[config.mk]
export PLATFORM = sky130hd
export DESIGN_NAME = hex_string_to_u64_parser_top
export DESIGN_NICKNAME = d
export VERILOG_FILES = /design/src/hdl/hsp_pkg.sv /design/src/hdl/hex_string_to_u64_parser_top.sv /design/src/hdl/hsp_front.sv /design/src/hdl/hsp_queue.sv /design/src/hdl/hsp_back.sv
export VERILOG_INCLUDE_DIRS = /design/src /design/src/hdl
export SDC_FILE = /design/constraint.sdc
export NUM_CORES = 1
export LEC_CHECK = 0
export BUFFER_PORTS_ARGS = -buffer_cell sky130_fd_sc_hd__buf_4
export CAP_MARGIN = 20
export CORE_MARGIN = 2
export CORE_UTILIZATION = 35
export CTS_CLUSTER_DIAMETER = 50
export CTS_CLUSTER_SIZE = 16
export DETAILED_ROUTE_END_ITERATION = 16
export SYNTH_ARGS = -nofsm -noshare
export SYNTH_HDL_FRONTEND = slang
export SYNTH_SLANG_ARGS = --single-unit
[constraint.sdc]
create_clock -name i_clk -period 5.5 [get_ports i_clk]
set_input_delay 0.825 -clock i_clk [delete_from_list [all_inputs] [get_ports i_clk]]
set_output_delay 0.825 -clock i_clk [all_outputs]
set_load 0.01 [all_outputs]
[src/hdl/hex_string_to_u64_parser_top_defines.svh]
`ifndef HEX_STRING_TO_U64_PARSER_TOP_DEFINES_SVH
`define HEX_STRING_TO_U64_PARSER_TOP_DEFINES_SVH

// same-cycle implication
`define HSP_ASSERT_IMPL(label, clk, rst_n, ante, cons, msg) \
    label: assert property (@(posedge clk) disable iff (!rst_n) (ante) |-> (cons)) \
        else $error(msg);

// next-cycle implication
`define HSP_ASSERT_NEXT(label, clk, rst_n, ante, cons, msg) \
    label: assert property (@(posedge clk) disable iff (!rst_n) (ante) |=> (cons)) \
        else $error(msg);

`endif

[src/hdl/hsp_pkg.sv]
`default_nettype none

package hsp_pkg;

    localparam int SYM_W      = 8;
    localparam int VALUE_W    = 64;
    localparam int NIB_W      = 4;
    localparam int MAX_DIGITS = 16;
    localparam int CNT_W      = $clog2(MAX_DIGITS + 1);
    localparam int QDEPTH     = 2;
    localparam int QPTR_W     = $clog2(QDEPTH);
    localparam int QCNT_W     = $clog2(QDEPTH + 1);

    localparam logic [SYM_W-1:0] CH_NUL   = 8'h00;
    localparam logic [SYM_W-1:0] CH_ZERO  = 8'h30;
    localparam logic [SYM_W-1:0] CH_NINE  = 8'h39;
    localparam logic [SYM_W-1:0] CH_UP_A  = 8'h41;
    localparam logic [SYM_W-1:0] CH_UP_F  = 8'h46;
    localparam logic [SYM_W-1:0] CH_LO_A  = 8'h61;
    localparam logic [SYM_W-1:0] CH_LO_F  = 8'h66;
    localparam logic [SYM_W-1:0] CH_UP_X  = 8'h58;
    localparam logic [SYM_W-1:0] CH_LO_X  = 8'h78;
    localparam logic [NIB_W-1:0] LETTER_OFS = 4'd9;

    typedef enum logic [2:0] {
        KIND_NUL   = 3'd0,
        KIND_ZERO  = 3'd1,
        KIND_HEX   = 3'd2,
        KIND_X     = 3'd3,
        KIND_BAD   = 3'd4
    } t_kind;

    typedef enum logic [1:0] {
        PH_START  = 2'd0,
        PH_ZERO   = 2'd1,
        PH_DIGITS = 2'd2
    } t_phase;

    typedef struct packed {
        t_kind             kind;
        logic [NIB_W-1:0]  nib;
    } t_req;

    typedef struct packed {
        logic full;
        logic empty;
    } t_qstat;

endpackage

`default_nettype wire

[src/hdl/hex_string_to_u64_parser_top.sv]
// ASCII hex string to 64-bit unsigned parser
// input channel: i_valid / o_stall carry one character request in i_symbol;
// a NUL character ends the string, an optional 0x or 0X prefix is skipped
// output channel: o_valid / i_stall carry one result per string, o_value
// with the digits taken and o_ok set when the string was a valid hex number
// throughput: one character per cycle on the input channel while o_stall is low
// a NUL request reaches o_valid through the front register, the
// two-entry queue and the back output register
// the front classifies characters and fills the queue; the back walks the
// prefix/digit state and owns the output register
// when the receiver stalls, the back keeps taking non-NUL characters; a NUL
// waits in the queue, and once the queue and front register fill, o_stall
// rises
// reset (synchronous, active low) empties the queue, drops any pending
// result and returns the parser to string start
`default_nettype none

`include "hex_string_to_u64_parser_top_defines.svh"

module hex_string_to_u64_parser_top
    import hsp_pkg::*;
(
    input  wire logic                i_clk,
    input  wire logic                i_rst_n,
    input  wire logic                i_valid,
    output logic                     o_stall,
    input  wire logic [SYM_W-1:0]    i_symbol,
    output logic                     o_valid,
    input  wire logic                i_stall,
    output logic [VALUE_W-1:0]       o_value,
    output logic                     o_ok
);

    t_qstat w_qstat;
    t_req   w_push_req;
    t_req   w_head;
    logic   w_push;
    logic   w_pop;

    hsp_front u_front (
        .i_clk    (i_clk),
        .i_rst_n  (i_rst_n),
        .i_valid  (i_valid),
        .i_symbol (i_symbol),
        .o_stall  (o_stall),
        .i_qstat  (w_qstat),
        .o_push   (w_push),
        .o_req    (w_push_req)
    );

    hsp_queue u_queue (
        .i_clk   (i_clk),
        .i_rst_n (i_rst_n),
        .i_push  (w_push),
        .i_req   (w_push_req),
        .i_pop   (w_pop),
        .o_qstat (w_qstat),
        .o_head  (w_head)
    );

    hsp_back u_back (
        .i_clk   (i_clk),
        .i_rst_n (i_rst_n),
        .i_qstat (w_qstat),
        .i_head  (w_head),
        .o_pop   (w_pop),
        .o_valid (o_valid),
        .i_stall (i_stall),
        .o_value (o_value),
        .o_ok    (o_ok)
    );

    `HSP_ASSERT_NEXT(a_nul_gives_result, i_clk, i_rst_n, w_pop && w_head.kind == KIND_NUL, o_valid, "string end popped without a result")
    `HSP_ASSERT_IMPL(a_no_pop_empty, i_clk, i_rst_n, w_qstat.empty, !w_pop, "pop from empty queue")
    `HSP_ASSERT_IMPL(a_no_push_full, i_clk, i_rst_n, w_qstat.full, !w_push, "push into full queue")

endmodule

`default_nettype wire

[src/hdl/hsp_front.sv]
`default_nettype none

module hsp_front
    import hsp_pkg::*;
(
    input  wire logic             i_clk,
    input  wire logic             i_rst_n,
    input  wire logic             i_valid,
    input  wire logic [SYM_W-1:0] i_symbol,
    output logic                  o_stall,
    input  wire t_qstat           i_qstat,
    output logic                  o_push,
    output t_req                  o_req
);

    logic r_valid;
    logic n_valid;
    t_req r_req;
    t_req n_req;
    logic w_accept;

    assign o_stall  = r_valid && i_qstat.full;
    assign o_push   = r_valid && !i_qstat.full;
    assign o_req    = r_req;
    assign w_accept = i_valid && !o_stall;

    // classify the character
    always_comb begin
        n_req = r_req;
        if (w_accept) begin
            n_req.nib = i_symbol[NIB_W-1:0];
            if (i_symbol == CH_NUL) begin
                n_req.kind = KIND_NUL;
            end else if (i_symbol == CH_ZERO) begin
                n_req.kind = KIND_ZERO;
            end else if (i_symbol > CH_ZERO && i_symbol <= CH_NINE) begin
                n_req.kind = KIND_HEX;
            end else if ((i_symbol >= CH_UP_A && i_symbol <= CH_UP_F) ||
                         (i_symbol >= CH_LO_A && i_symbol <= CH_LO_F)) begin
                n_req.kind = KIND_HEX;
                n_req.nib  = i_symbol[NIB_W-1:0] + LETTER_OFS;
            end else if (i_symbol == CH_UP_X || i_symbol == CH_LO_X) begin
                n_req.kind = KIND_X;
            end else begin
                n_req.kind = KIND_BAD;
            end
        end
    end

    always_comb begin
        n_valid = r_valid;
        if (w_accept) begin
            n_valid = 1'b1;
        end else if (o_push) begin
            n_valid = 1'b0;
        end
    end

    always_ff @(posedge i_clk) begin
        if (!i_rst_n) begin
            r_valid <= 1'b0;
        end else begin
            r_valid <= n_valid;
        end
    end

    always_ff @(posedge i_clk) begin
        r_req <= n_req;
    end

endmodule

`default_nettype wire

[src/hdl/hsp_queue.sv]
`default_nettype none

module hsp_queue
    import hsp_pkg::*;
(
    input  wire logic  i_clk,
    input  wire logic  i_rst_n,
    input  wire logic  i_push,
    input  wire t_req  i_req,
    input  wire logic  i_pop,
    output t_qstat     o_qstat,
    output t_req       o_head
);

    t_req              r_mem [QDEPTH];
    logic [QPTR_W-1:0] r_wr_ptr;
    logic [QPTR_W-1:0] n_wr_ptr;
    logic [QPTR_W-1:0] r_rd_ptr;
    logic [QPTR_W-1:0] n_rd_ptr;
    logic [QCNT_W-1:0] r_count;
    logic [QCNT_W-1:0] n_count;

    assign o_qstat.full  = (r_count == QCNT_W'(QDEPTH));
    assign o_qstat.empty = (r_count == '0);
    assign o_head        = r_mem[r_rd_ptr];

    always_comb begin
        n_wr_ptr = r_wr_ptr;
        n_rd_ptr = r_rd_ptr;
        n_count  = r_count;
        if (i_push) begin
            n_wr_ptr = r_wr_ptr + QPTR_W'(1);
        end
        if (i_pop) begin
            n_rd_ptr = r_rd_ptr + QPTR_W'(1);
        end
        if (i_push && !i_pop) begin
            n_count = r_count + QCNT_W'(1);
        end else if (i_pop && !i_push) begin
            n_count = r_count - QCNT_W'(1);
        end
    end

    always_ff @(posedge i_clk) begin
        if (!i_rst_n) begin
            r_wr_ptr <= '0;
            r_rd_ptr <= '0;
            r_count  <= '0;
        end else begin
            r_wr_ptr <= n_wr_ptr;
            r_rd_ptr <= n_rd_ptr;
            r_count  <= n_count;
        end
    end

    always_ff @(posedge i_clk) begin
        if (i_push) begin
            r_mem[r_wr_ptr] <= i_req;
        end
    end

endmodule

`default_nettype wire

[src/hdl/hsp_back.sv]
`default_nettype none

module hsp_back
    import hsp_pkg::*;
(
    input  wire logic          i_clk,
    input  wire logic          i_rst_n,
    input  wire t_qstat        i_qstat,
    input  wire t_req          i_head,
    output logic               o_pop,
    output logic               o_valid,
    input  wire logic          i_stall,
    output logic [VALUE_W-1:0] o_value,
    output logic               o_ok
);

    t_phase              r_phase;
    t_phase              n_phase;
    logic [VALUE_W-1:0]  r_acc;
    logic [VALUE_W-1:0]  n_acc;
    logic [CNT_W-1:0]    r_count;
    logic [CNT_W-1:0]    n_count;
    logic                r_stopped;
    logic                n_stopped;
    logic                r_out_valid;
    logic                n_out_valid;
    logic [VALUE_W-1:0]  r_out_value;
    logic [VALUE_W-1:0]  n_out_value;
    logic                r_out_ok;
    logic                n_out_ok;
    logic                w_out_free;
    logic                w_take;
    logic                w_digit;

    assign w_out_free = !r_out_valid || !i_stall;
    assign o_pop      = !i_qstat.empty && (i_head.kind != KIND_NUL || w_out_free);
    assign w_digit    = (i_head.kind == KIND_ZERO) || (i_head.kind == KIND_HEX);
    assign o_valid    = r_out_valid;
    assign o_value    = r_out_value;
    assign o_ok       = r_out_ok;

    always_comb begin
        n_phase     = r_phase;
        n_acc       = r_acc;
        n_count     = r_count;
        n_stopped   = r_stopped;
        n_out_valid = r_out_valid && i_stall;
        n_out_value = r_out_value;
        n_out_ok    = r_out_ok;
        w_take      = 1'b0;
        if (o_pop) begin
            if (i_head.kind == KIND_NUL) begin
                n_out_valid = 1'b1;
                n_out_value = r_acc;
                n_out_ok    = (r_count != '0) && !r_stopped;
                n_phase     = PH_START;
                n_acc       = '0;
                n_count     = '0;
                n_stopped   = 1'b0;
            end else begin
                unique case (r_phase)
                    PH_START: begin
                        n_phase = (i_head.kind == KIND_ZERO) ? PH_ZERO : PH_DIGITS;
                        w_take  = 1'b1;
                    end
                    PH_ZERO: begin
                        n_phase = PH_DIGITS;
                        if (i_head.kind == KIND_X) begin
                            // prefix drops the leading zero
                            n_acc   = '0;
                            n_count = '0;
                        end else begin
                            w_take = 1'b1;
                        end
                    end
                    default: begin
                        w_take = 1'b1;
                    end
                endcase
                if (w_take && !r_stopped) begin
                    if (w_digit && r_count < CNT_W'(MAX_DIGITS)) begin
                        n_acc   = {r_acc[VALUE_W-NIB_W-1:0], i_head.nib};
                        n_count = r_count + CNT_W'(1);
                    end else begin
                        n_stopped = 1'b1;
                    end
                end
            end
        end
    end

    always_ff @(posedge i_clk) begin
        if (!i_rst_n) begin
            r_phase     <= PH_START;
            r_acc       <= '0;
            r_count     <= '0;
            r_stopped   <= 1'b0;
            r_out_valid <= 1'b0;
        end else begin
            r_phase     <= n_phase;
            r_acc       <= n_acc;
            r_count     <= n_count;
            r_stopped   <= n_stopped;
            r_out_valid <= n_out_valid;
        end
    end

    always_ff @(posedge i_clk) begin
        r_out_value <= n_out_value;
        r_out_ok    <= n_out_ok;
    end

endmodule

`default_nettype wire
# Yosys cells after proc, flatten, opt, wreduce, memory -nomap -nowiden
# Memory sizes are Yosys's and may differ from the RTL's. A register that Yosys moved wholly into a read port is not among the register bits.
# Index checks and enable logic that the tools add are counted.
[classes] n_addsub=6 magnitude_cmp=7 n_eq_ne=9 muxes=38 n_reduce_logical=41
[ops] op="two-way mux 64 bit" n=5
[ops] op="two-way mux 5 bit" n=5
[ops] op="== test 8 x 7 -> 1 bit, second input constant" n=2
[ops] op=">= comparator 8 x 7 -> 1 bit, second input constant" n=2
[ops] op="less-or-equal comparator 8 x 7 -> 1 bit, second input constant" n=2
[ops] op="two-way mux 1 bit" n=16
[ops] op="two-way mux 4 bit" n=4
[ops] op="logical AND 1 bit" n=13
[ops] op="two-way mux 2 bit" n=6
[ops] op="== test 8 x 6 -> 1 bit, second input constant" n=1
[ops] op="greater-than comparator 8 x 6 -> 1 bit, second input constant" n=1
[ops] op="less-or-equal comparator 8 x 6 -> 1 bit, second input constant" n=1
[ops] op="logical NOT 1 bit" n=8
[ops] op="logical NOT 8 bit" n=1
[ops] op="== test 3 x 2 -> 1 bit, second input constant" n=2
[ops] op="nonzero test 2 bit" n=3
[ops] op="nonzero test 3 bit" n=2
[ops] op="adder 5 x 1 -> 5 bit, second input constant" n=1
[ops] op="logical OR 1 bit" n=5
[ops] op="< comparator 5 bit, second input constant" n=1
[ops] op="nonzero test 5 bit" n=1
[ops] op="adder 4 bit, second input constant" n=1
[ops] op="logical NOT 2 bit" n=2
[ops] op="case mux 2 bit (2 select lines)" n=1
[ops] op="13 further kinds" n=15
[word_totals] register_bits=150 ramBits=14 input_bits=12 out_inout_bits=67 elab_cells=117 memories=1
[mem_list] name="u_queue.r_mem" depth=2 word_bits=7 rd=1 rd_ports_with_merged_regs=1 write_ports=1 line="hsp_queue.sv:15" text="t_req r_mem [QDEPTH];"

# Logic depth before layout (Yosys ltp)
# Gate-level depths: netlist of the first run.
[logic_depth] ltp_word=8 ltp_mapped=8 ltp_nobuf=7

# Cells and area by module
# A second synthesis of the first run with hierarchy kept.
[hier_totals] cells_unflattened=442 area_unflattened_um2=5918.2
[by_module_without_submodules] module="hsp_back" instances=1 cells_per_inst=355 area_per_inst_um2=4699.5 seq_area_each_um2=3413.3
[by_module_without_submodules] module="hsp_queue" instances=1 cells_per_inst=44 area_per_inst_um2=723.2 seq_area_each_um2=520.5
[by_module_without_submodules] module="hsp_front" instances=1 cells_per_inst=43 area_per_inst_um2=495.5 seq_area_each_um2=230.2

# Worst setup path before layout of the first run
# OpenSTA, ideal clock, no wires.
[synth_path] path_kind="flip-flop to flip-flop" from="memory u_queue.r_mem[0][4] (netlist bit)" to="register u_back.r_out_ok (netlist: u_back.o_ok) (enable)" setup_time_ns=0.419 arrival_time_ns=2.846 required_time_ns=5.081 path_slack_ns=2.235 stages_incl_launch_ff=5 path_buffers=0 period_less_slack_ns=3.265 cell_sequence="edfxtp_1 > or4_4 > and2_1 > or3b_1 > inv_1"
[synth_rtl] item="from (decl)" line="hsp_queue.sv:15"
[synth_rtl] item="to (signal assigned)" line="hsp_back.sv:110" text="r_out_ok <= n_out_ok;"
[synth_rtl] item="to (decl)" line="hsp_back.sv:29" text="logic r_out_ok;"

==> impl_metrics.py, run 1 <==
metrics = {
    "power_and_ir_drop": {
        "clock_power_share": 0.382,
        "powerDensity_mw_per_mm2": 406.4,
        "power_frac_seq": 0.489,
        "internal_power_mw": 2.146,
        "power_frac_comb": 0.128,
        "power.switching_mw": 0.7492,
        "ir_drop_v": 0.0002330,
        "p_sw_frac": 0.2588,
        "power_leakage_nw": 2.526,
    },
    "cts": {
        "postCtsSetupRepairBufs": 0,
        "clk_pin_slew_ps": 60,
        "tritoncts": "built",
        "clock_path_buffers": 2,
        "cts_sinks": 165,
        "cts-hold-fix-buffers": 0,
        "cts_resized": 0,
        "root_buffer": "clkbuf_16",
        "cts.htree.levels": 4,
        "insertion_delay_ps": 420,
        "cts_inserted_buffers": 17,
    },
    "yosys": {
        "synth.distinct_cells": 48,
        "synth-async-reset-ratio": 0,
        "synth_top_family_by_area": "simple AND/OR/NAND/NOR gates",
        "synthesis.area_mm2": 0.005818,
        "synthMuxAreaShare": 0.01032,
        "ys_warn_count": 0,
        "ys_ff_latch": 165,
        "netlist_instances": 443,
        "synth-edff-count": 86,
        "post-synth-top-area-fraction": 0.4439,
        "synth_fa_ha_area_frac": 0.01720,
        "synthFlopType": "edfxtp_1",
        "synthesis.nets": 463,
        "synth_simple_gate_area_frac": 0.1075,
        "synth_compound_area_frac": 0.1032,
        "ys_seq_area_frac": 0.7157,
        "synth.avg_cell_area_um2": 13.13,
        "synth_xor_area_frac": 0.01204,
        "yosys-top-cells-area": "edfxtp_1 (44%), dfxtp_1 (27%), o22ai_1 (6.5%), nand2_1 (4.7%), ha_1 (1.7%)",
        "yosys.area.top_type": "edfxtp_1",
    },
    "drt": {
        "wl_per_cell_um": 13.83,
        "vias": 3646,
        "drt_iter0_drc": 172,
        "drt-pass1-iter-count": 4,
        "drc": 0,
        "ant_nets": 0,
        "vias_per_cell": 4.855,
        "routed_wl_um": 10390,
    },
    "global_route": {
        "grt_pass1_wl_um": 17180,
        "grt_pass1_vias": 3527,
        "grt_max_degree": 69,
        "antenna_found_initial": 0,
        "track_usage": 0.1224,
        "overflow": 0,
    },
    "timing": {
        "layout_min_cycle_time_ps": 3241,
        "final.setup_skew_ps": 9.739,
        "slew_violations": 0,
        "finalHoldViolations": 0,
        "worstMarginPinSlew_ps": 975.9,
        "slew_headroom": 0.3484,
        "rsz0062_at_grt": "false",
        "whs_ps": 421.4,
        "max_freq_mhz": 308.6,
        "final.setup.tns_ps": 0,
        "setup_violations": 0,
        "fin_crit_sh": 0.5892,
    },
    "final_layout": {
        "layout.nets": 538,
        "n_antenna_cell": 0,
        "stdcell_count": 751,
        "drive_gt1_frac": 0.2260,
        "area_growth_pct": 22.45,
    },
    "die": {
        "design.die.area_mm2": 0.01767,
        "io_pins": 79,
        "start_util": 0.3546,
        "fp-row-count": 47,
        "chipWidth_um": 132.9,
        "core_area_mm2": 0.01641,
        "chipHeight_um": 132.9,
    },
    "placed_design": {
        "dp_cells": 718,
        "gp_congestion": 0.7500,
        "hpwl_um": 6774,
        "portBuffers": 78,
    },
    "run_status": {
        "run_status": "finished clean",
    },
    "critical_path": {
        "startpoint_type": "flop",
        "cp-end-kind": "flop",
        "cp.arrival_ps": 3350,
        "cp_data_required_time_ps": 5610,
        "crit_fanout": 45,
        "ff2ff_setup_slack_ps": 2260,
        "path_class": "flop to flop",
    },
    "flow_run": {
        "cap_violations": 0,
    },
    "worst_hold_path": {
        "holdCritPathClass": "flop to flop",
    },
}
==> synthesized netlist by cell type, drive strengths merged, types with 3 or more instances <==
| cell | count |
|---|---|
| mux2i | 6 |
| o21ai | 4 |
| nand2 | 73 |
| nand2b | 5 |
| or3 | 6 |
| buf | 13 |
| nand3 | 3 |
| o32ai | 4 |
| ha | 8 |
| nor3 | 4 |
| inv | 10 |
| nor4b | 3 |
| xor2 | 6 |
| clkbuf | 12 |
| dfxtp | 79 |
| nand4 | 3 |
| a21oi | 10 |
| edfxtp | 86 |
| nor2 | 17 |
| o22ai | 60 |
==> worst max-delay path: stages (launching register included) <==
cell and delay, ps:
dfxtp_1 620, or4b_4 540, and2_1 170, or3b_1 430
inv_2 740, buf_4 410
==> power groups by stage <==
| stage | Clock [mW] | Sequential [mW] | Combinational [mW] |
|---|---|---|---|
| floorplan | 0 | 1.44 | 0.302 |
| global placement | 0 | 1.44 | 0.359 |
| detailed placement | 0 | 1.44 | 0.366 |
| CTS | 1.13 | 1.42 | 0.368 |
| global route | 1.18 | 1.42 | 0.411 |
| finish | 1.11 | 1.42 | 0.372 |
==> path summary, 6_finish.rpt <==
path,startpoint,endpoint,cells after the start
worst max-delay path,flop,u_back.o_value[32],5
worst min-delay path,u_back.r_acc[49],u_back.o_value[49],0
worst max register to register,flop,u_back.o_value[32],5
worst min register to register,u_back.r_acc[49],u_back.o_value[49],0
==> through the flow <==
stage / util / worst slack (ps) / area [um2] / power [mW]
after floorplan: - / 2235 / 5818 / 1.744
after global placement: 0.3988 / 2294 / 6543 / 1.798
after detailed placement: 0.3988 / 2208 / 6543 / 1.809
after CTS: 0.4330 / 2189 / 7104 / 2.918
after global routing: 0.4342 / 2014 / 7124 / 3.017
final: 0.4342 / 2259 / 7124 / 2.895
==> routing by layer <==
metal | global-route usage | wire, um
met1 | 0.1501 | 4716
met3 | 0.03602 | 584
met5 | 0 | 0
met2 | 0.1980 | 4920
met4 | 0.05974 | 166
==> sequential cells by signal, summed over array words and instances, names as in the netlist, 2 cells and up, named ones only <==
name / count
u_back.r_count: 5
u_front.o_req: 7
u_back.r_phase: 2
u_queue.r_mem: 14
u_back.o_value: 64
u_queue.r_count: 2
u_back.r_acc: 64
==> cell type report <==
cell class	instances	area [um2]
timing repair buffer	81	620.6
fill	1473	9283
clock buffer	21	460.4
inverter	10	37.54
sequential	165	4164
tap	220	275.3
multi-input combinational	243	1465
clock inverter	11	101.3
==> cell usage in the layout, fill, tap and decap left out, types with 6 or more instances in the layout <==
cell type / count
edfxtp_1: 86
buf_4: 80
a21oi_1: 8
inv_1: 9
dfxtp_1: 79
ha_1: 8
o22ai_1: 60
xor2_1: 6
mux2i_1: 6
nand2_1: 73
clkbuf_16: 17
nor2_1: 17
==> kinds of logic (layout without fill, tap and decap cells) <==
| kind of cell | after synthesis | count (layout) |
|---|---|---|
| flops | 165 | 165 |
| simple gates | 129 | 129 |
| compound gates | 92 | 92 |
| buf+inv | 35 | 123 |
| fa+ha+maj | 8 | 8 |
| xor+xnor | 8 | 8 |
| mux | 6 | 6 |
No activity file was read; power rests on OpenSTA's default activity.
==> run 2, diff against run 1 <==
--- a/config.mk
+++ b/config.mk
@@ -6,6 +6,7 @@
 export SDC_FILE = /design/constraint.sdc
 export NUM_CORES = 1
 export LEC_CHECK = 0
+export ABC_AREA = 1
 export BUFFER_PORTS_ARGS = -buffer_cell sky130_fd_sc_hd__buf_4
 export CAP_MARGIN = 20
 export CORE_MARGIN = 2
==> constraint.sdc (replaced) <==
create_clock -name i_clk -period 3.1 [get_ports i_clk]
set_input_delay 0.465 -clock i_clk [delete_from_list [all_inputs] [get_ports i_clk]]
set_output_delay 0.465 -clock i_clk [all_outputs]
set_load 0.01 [all_outputs]
==> impl_metrics.py, run 2 <==
metrics = {
    "run_status": {
        "run_status": "finished clean",
    },
    "drt": {
        "drt-pass1-iter-count": 6,
        "vias": 4069,
        "drc": 0,
        "routed_wl_um": 11360,
        "vias_per_cell": 4.688,
        "drt_iter0_drc": 366,
        "wl_per_cell_um": 13.08,
        "ant_nets": 0,
    },
    "yosys": {
        "synthesis.nets": 577,
        "synth_most_common_cell": "nand2_1",
        "synth.avg_cell_area_um2": 11.03,
        "ys_seq_area_frac": 0.6779,
        "synth-async-reset-ratio": 0,
        "synth-edff-count": 86,
        "ys_ff_latch": 165,
        "post-synth-top-area-fraction": 0.4205,
        "netlist_instances": 557,
        "yosys-top-cells-area": "edfxtp_1 (42%), dfxtp_1 (26%), a21oi_1 (6.7%), nand2_1 (5.7%), nand3_1 (5.4%)",
        "yosys.area.top_type": "edfxtp_1",
        "synthTopCellsByCount": "nand2_1 (94), edfxtp_1 (86), a21oi_1 (82), dfxtp_1 (79), nand3_1 (66)",
        "synthesis.area_mm2": 0.006142,
        "ys_warn_count": 0,
        "synthFlopType": "edfxtp_1",
        "synth.distinct_cells": 27,
    },
    "critical_path": {
        "cp.arrival_ps": 2600,
        "crit_family": "buffers and inverters",
        "cp_data_required_time_ps": 3450,
        "path_class": "flop to flop",
        "max_stage_delay_ps": 590,
        "cp_cell_sequence": "inv_4, nand2_1, nand2_2, inv_2, nand3_4, nand2_4, nand2_4, nand2_2, buf_4, nand3_1, a21oi_1",
        "startpoint_type": "flop",
        "path_buf_inv": 3,
        "cp-end-kind": "flop",
        "crit_fanout": 69,
        "cpMaxStageDelayCell": "buf_4",
    },
    "worst_hold_path": {
        "holdCritPathClass": "primary input to flop",
    },
    "final_layout": {
        "n_antenna_cell": 0,
        "fin_util": 0.4339,
        "drive_gt1_frac": 0.2193,
        "fillCellCount": 1642,
        "area_growth_pct": 21.78,
        "final_common_cell": "nand2_1",
        "stdcell_count": 868,
        "design_area_mm2": 0.007480,
        "layout.nets": 650,
        "mostFrequentLayoutCells": "nand2_1 (94), edfxtp_1 (86), a21oi_1 (82), dfxtp_1 (79), buf_4 (79)",
        "seq_area_mm2": 0.004164,
        "multi_input_area_mm2": 0.001669,
    },
    "power_and_ir_drop": {
        "power_mw": 6.141,
        "ir_drop_v": 0.0003988,
        "powerDensity_mw_per_mm2": 821.0,
        "power_leakage_nw": 2.728,
    },
    "cts": {
        "cts_resized": 0,
        "insertion_delay_ps": 420,
        "postCtsSetupRepairBufs": 0,
        "cts_inserted_buffers": 17,
        "tritoncts": "built",
        "root_buffer": "clkbuf_16",
        "clock_path_buffers": 2,
        "clk_pin_slew_ps": 60,
        "cts-hold-fix-buffers": 0,
        "cts.htree.levels": 4,
        "cts_sinks": 165,
    },
    "timing": {
        "layout_min_cycle_time_ps": 2244,
        "fin_crit_sh": 0.7238,
        "max_freq_mhz": 445.7,
        "layout_setup_ws_ps": 856.2,
        "whs_ps": 322.7,
        "rsz0062_at_grt": "false",
        "slew_headroom": 0.4951,
        "final.setup.tns_ps": 0,
        "setup_violations": 0,
        "slew_violations": 0,
        "final.setup_skew_ps": 8.231,
        "worstMarginPinSlew_ps": 757.4,
        "finalHoldViolations": 0,
    },
    "global_route": {
        "track_usage": 0.1255,
        "grt_pass1_vias": 3876,
        "grt_pass1_wl_um": 18240,
        "antenna_found_initial": 0,
        "overflow": 0,
        "grt_max_degree": 70,
    },
    "flow_run": {
        "cap_violations": 0,
    },
    "die": {
        "fp-row-count": 48,
        "chipHeight_um": 136.5,
        "start_util": 0.3563,
        "core_area_mm2": 0.01724,
        "design.die.area_mm2": 0.01862,
        "io_pins": 79,
        "chipWidth_um": 136.5,
    },
    "placed_design": {
        "dp_cells": 835,
        "dpl_cell_area_mm2": 0.006894,
        "gp_congestion": 0.7804,
        "place_ws_ps": 870.4,
        "portBuffers": 78,
        "hpwl_um": 7245,
    },
}
-- run 2: cell count changes in the layout (fill, tap and decap cells not counted), moves of 10 or more --
cell | previous run | this run
o21ai_0 | 4 | 14
nand3_2 | 0 | 10
a21oi_1 | 8 | 82
nand3_1 | 3 | 66
o22ai_1 | 60 | 0
nand2_1 | 73 | 94
inv_1 | 9 | 27
nor2_1 | 17 | 33
-- run 2: area by class of cell --
cell class / count / area share
well taps: 225 / 0.03764
multi-input cells: 330 / 0.2232
clock buffers: 18 / 0.05738
repair buffers: 83 / 0.09000
inverters: 33 / 0.01690
clock inverters: 14 / 0.01823
flip-flops and latches: 165 / 0.5567
-- run 2: worst paths after layout --
| path | start | end | slack [ps] | depth (start not counted) |
|---|---|---|---|---|
| setup / recovery | flop | u_back.r_acc[42] | 860 | 11 |
| hold / removal | i_valid | u_front.r_valid | 320 | 3 |
| setup reg to reg | flop | u_back.r_acc[42] | 860 | 11 |
| hold reg to reg | u_back.r_acc[62] | u_back.o_value[62] | 450 | 0 |
-- run 2: metal layers --
metal,GRT usage,up-vias,wire [um]
li1,-,2062,-
met1,0.1511,1887,5155
met2,0.2064,102,5426
met3,0.03393,18,566
met4,0.06308,0,209
met5,0,-,0
-- run 2: logic make-up after synthesis --
group	Yosys count	share of synthesized area
simple gates	222	0.1713
flops	165	0.6779
compound gates	98	0.08047
buf+inv	62	0.05113
fa+ha+maj	8	0.01630
xor+xnor	2	0.002852
-- run 2: report_power, final --
part	internal [mW]	total (mW)	switching, mW
combinational	0.457	1.41	0.954
sequential	2.63	2.75	0.117
clock	1.18	1.98	0.807
-- run 2: worst reg2reg max path: cells and delay by family (launching register included) --
| family | cells | cell delay, ps |
|---|---|---|
| AO/OA/AOI/OAI | 1 | 170 |
| buffers and inverters | 3 | 770 |
| flip-flops | 1 | 490 |
| AND/OR/NAND/NOR | 7 | 750 |
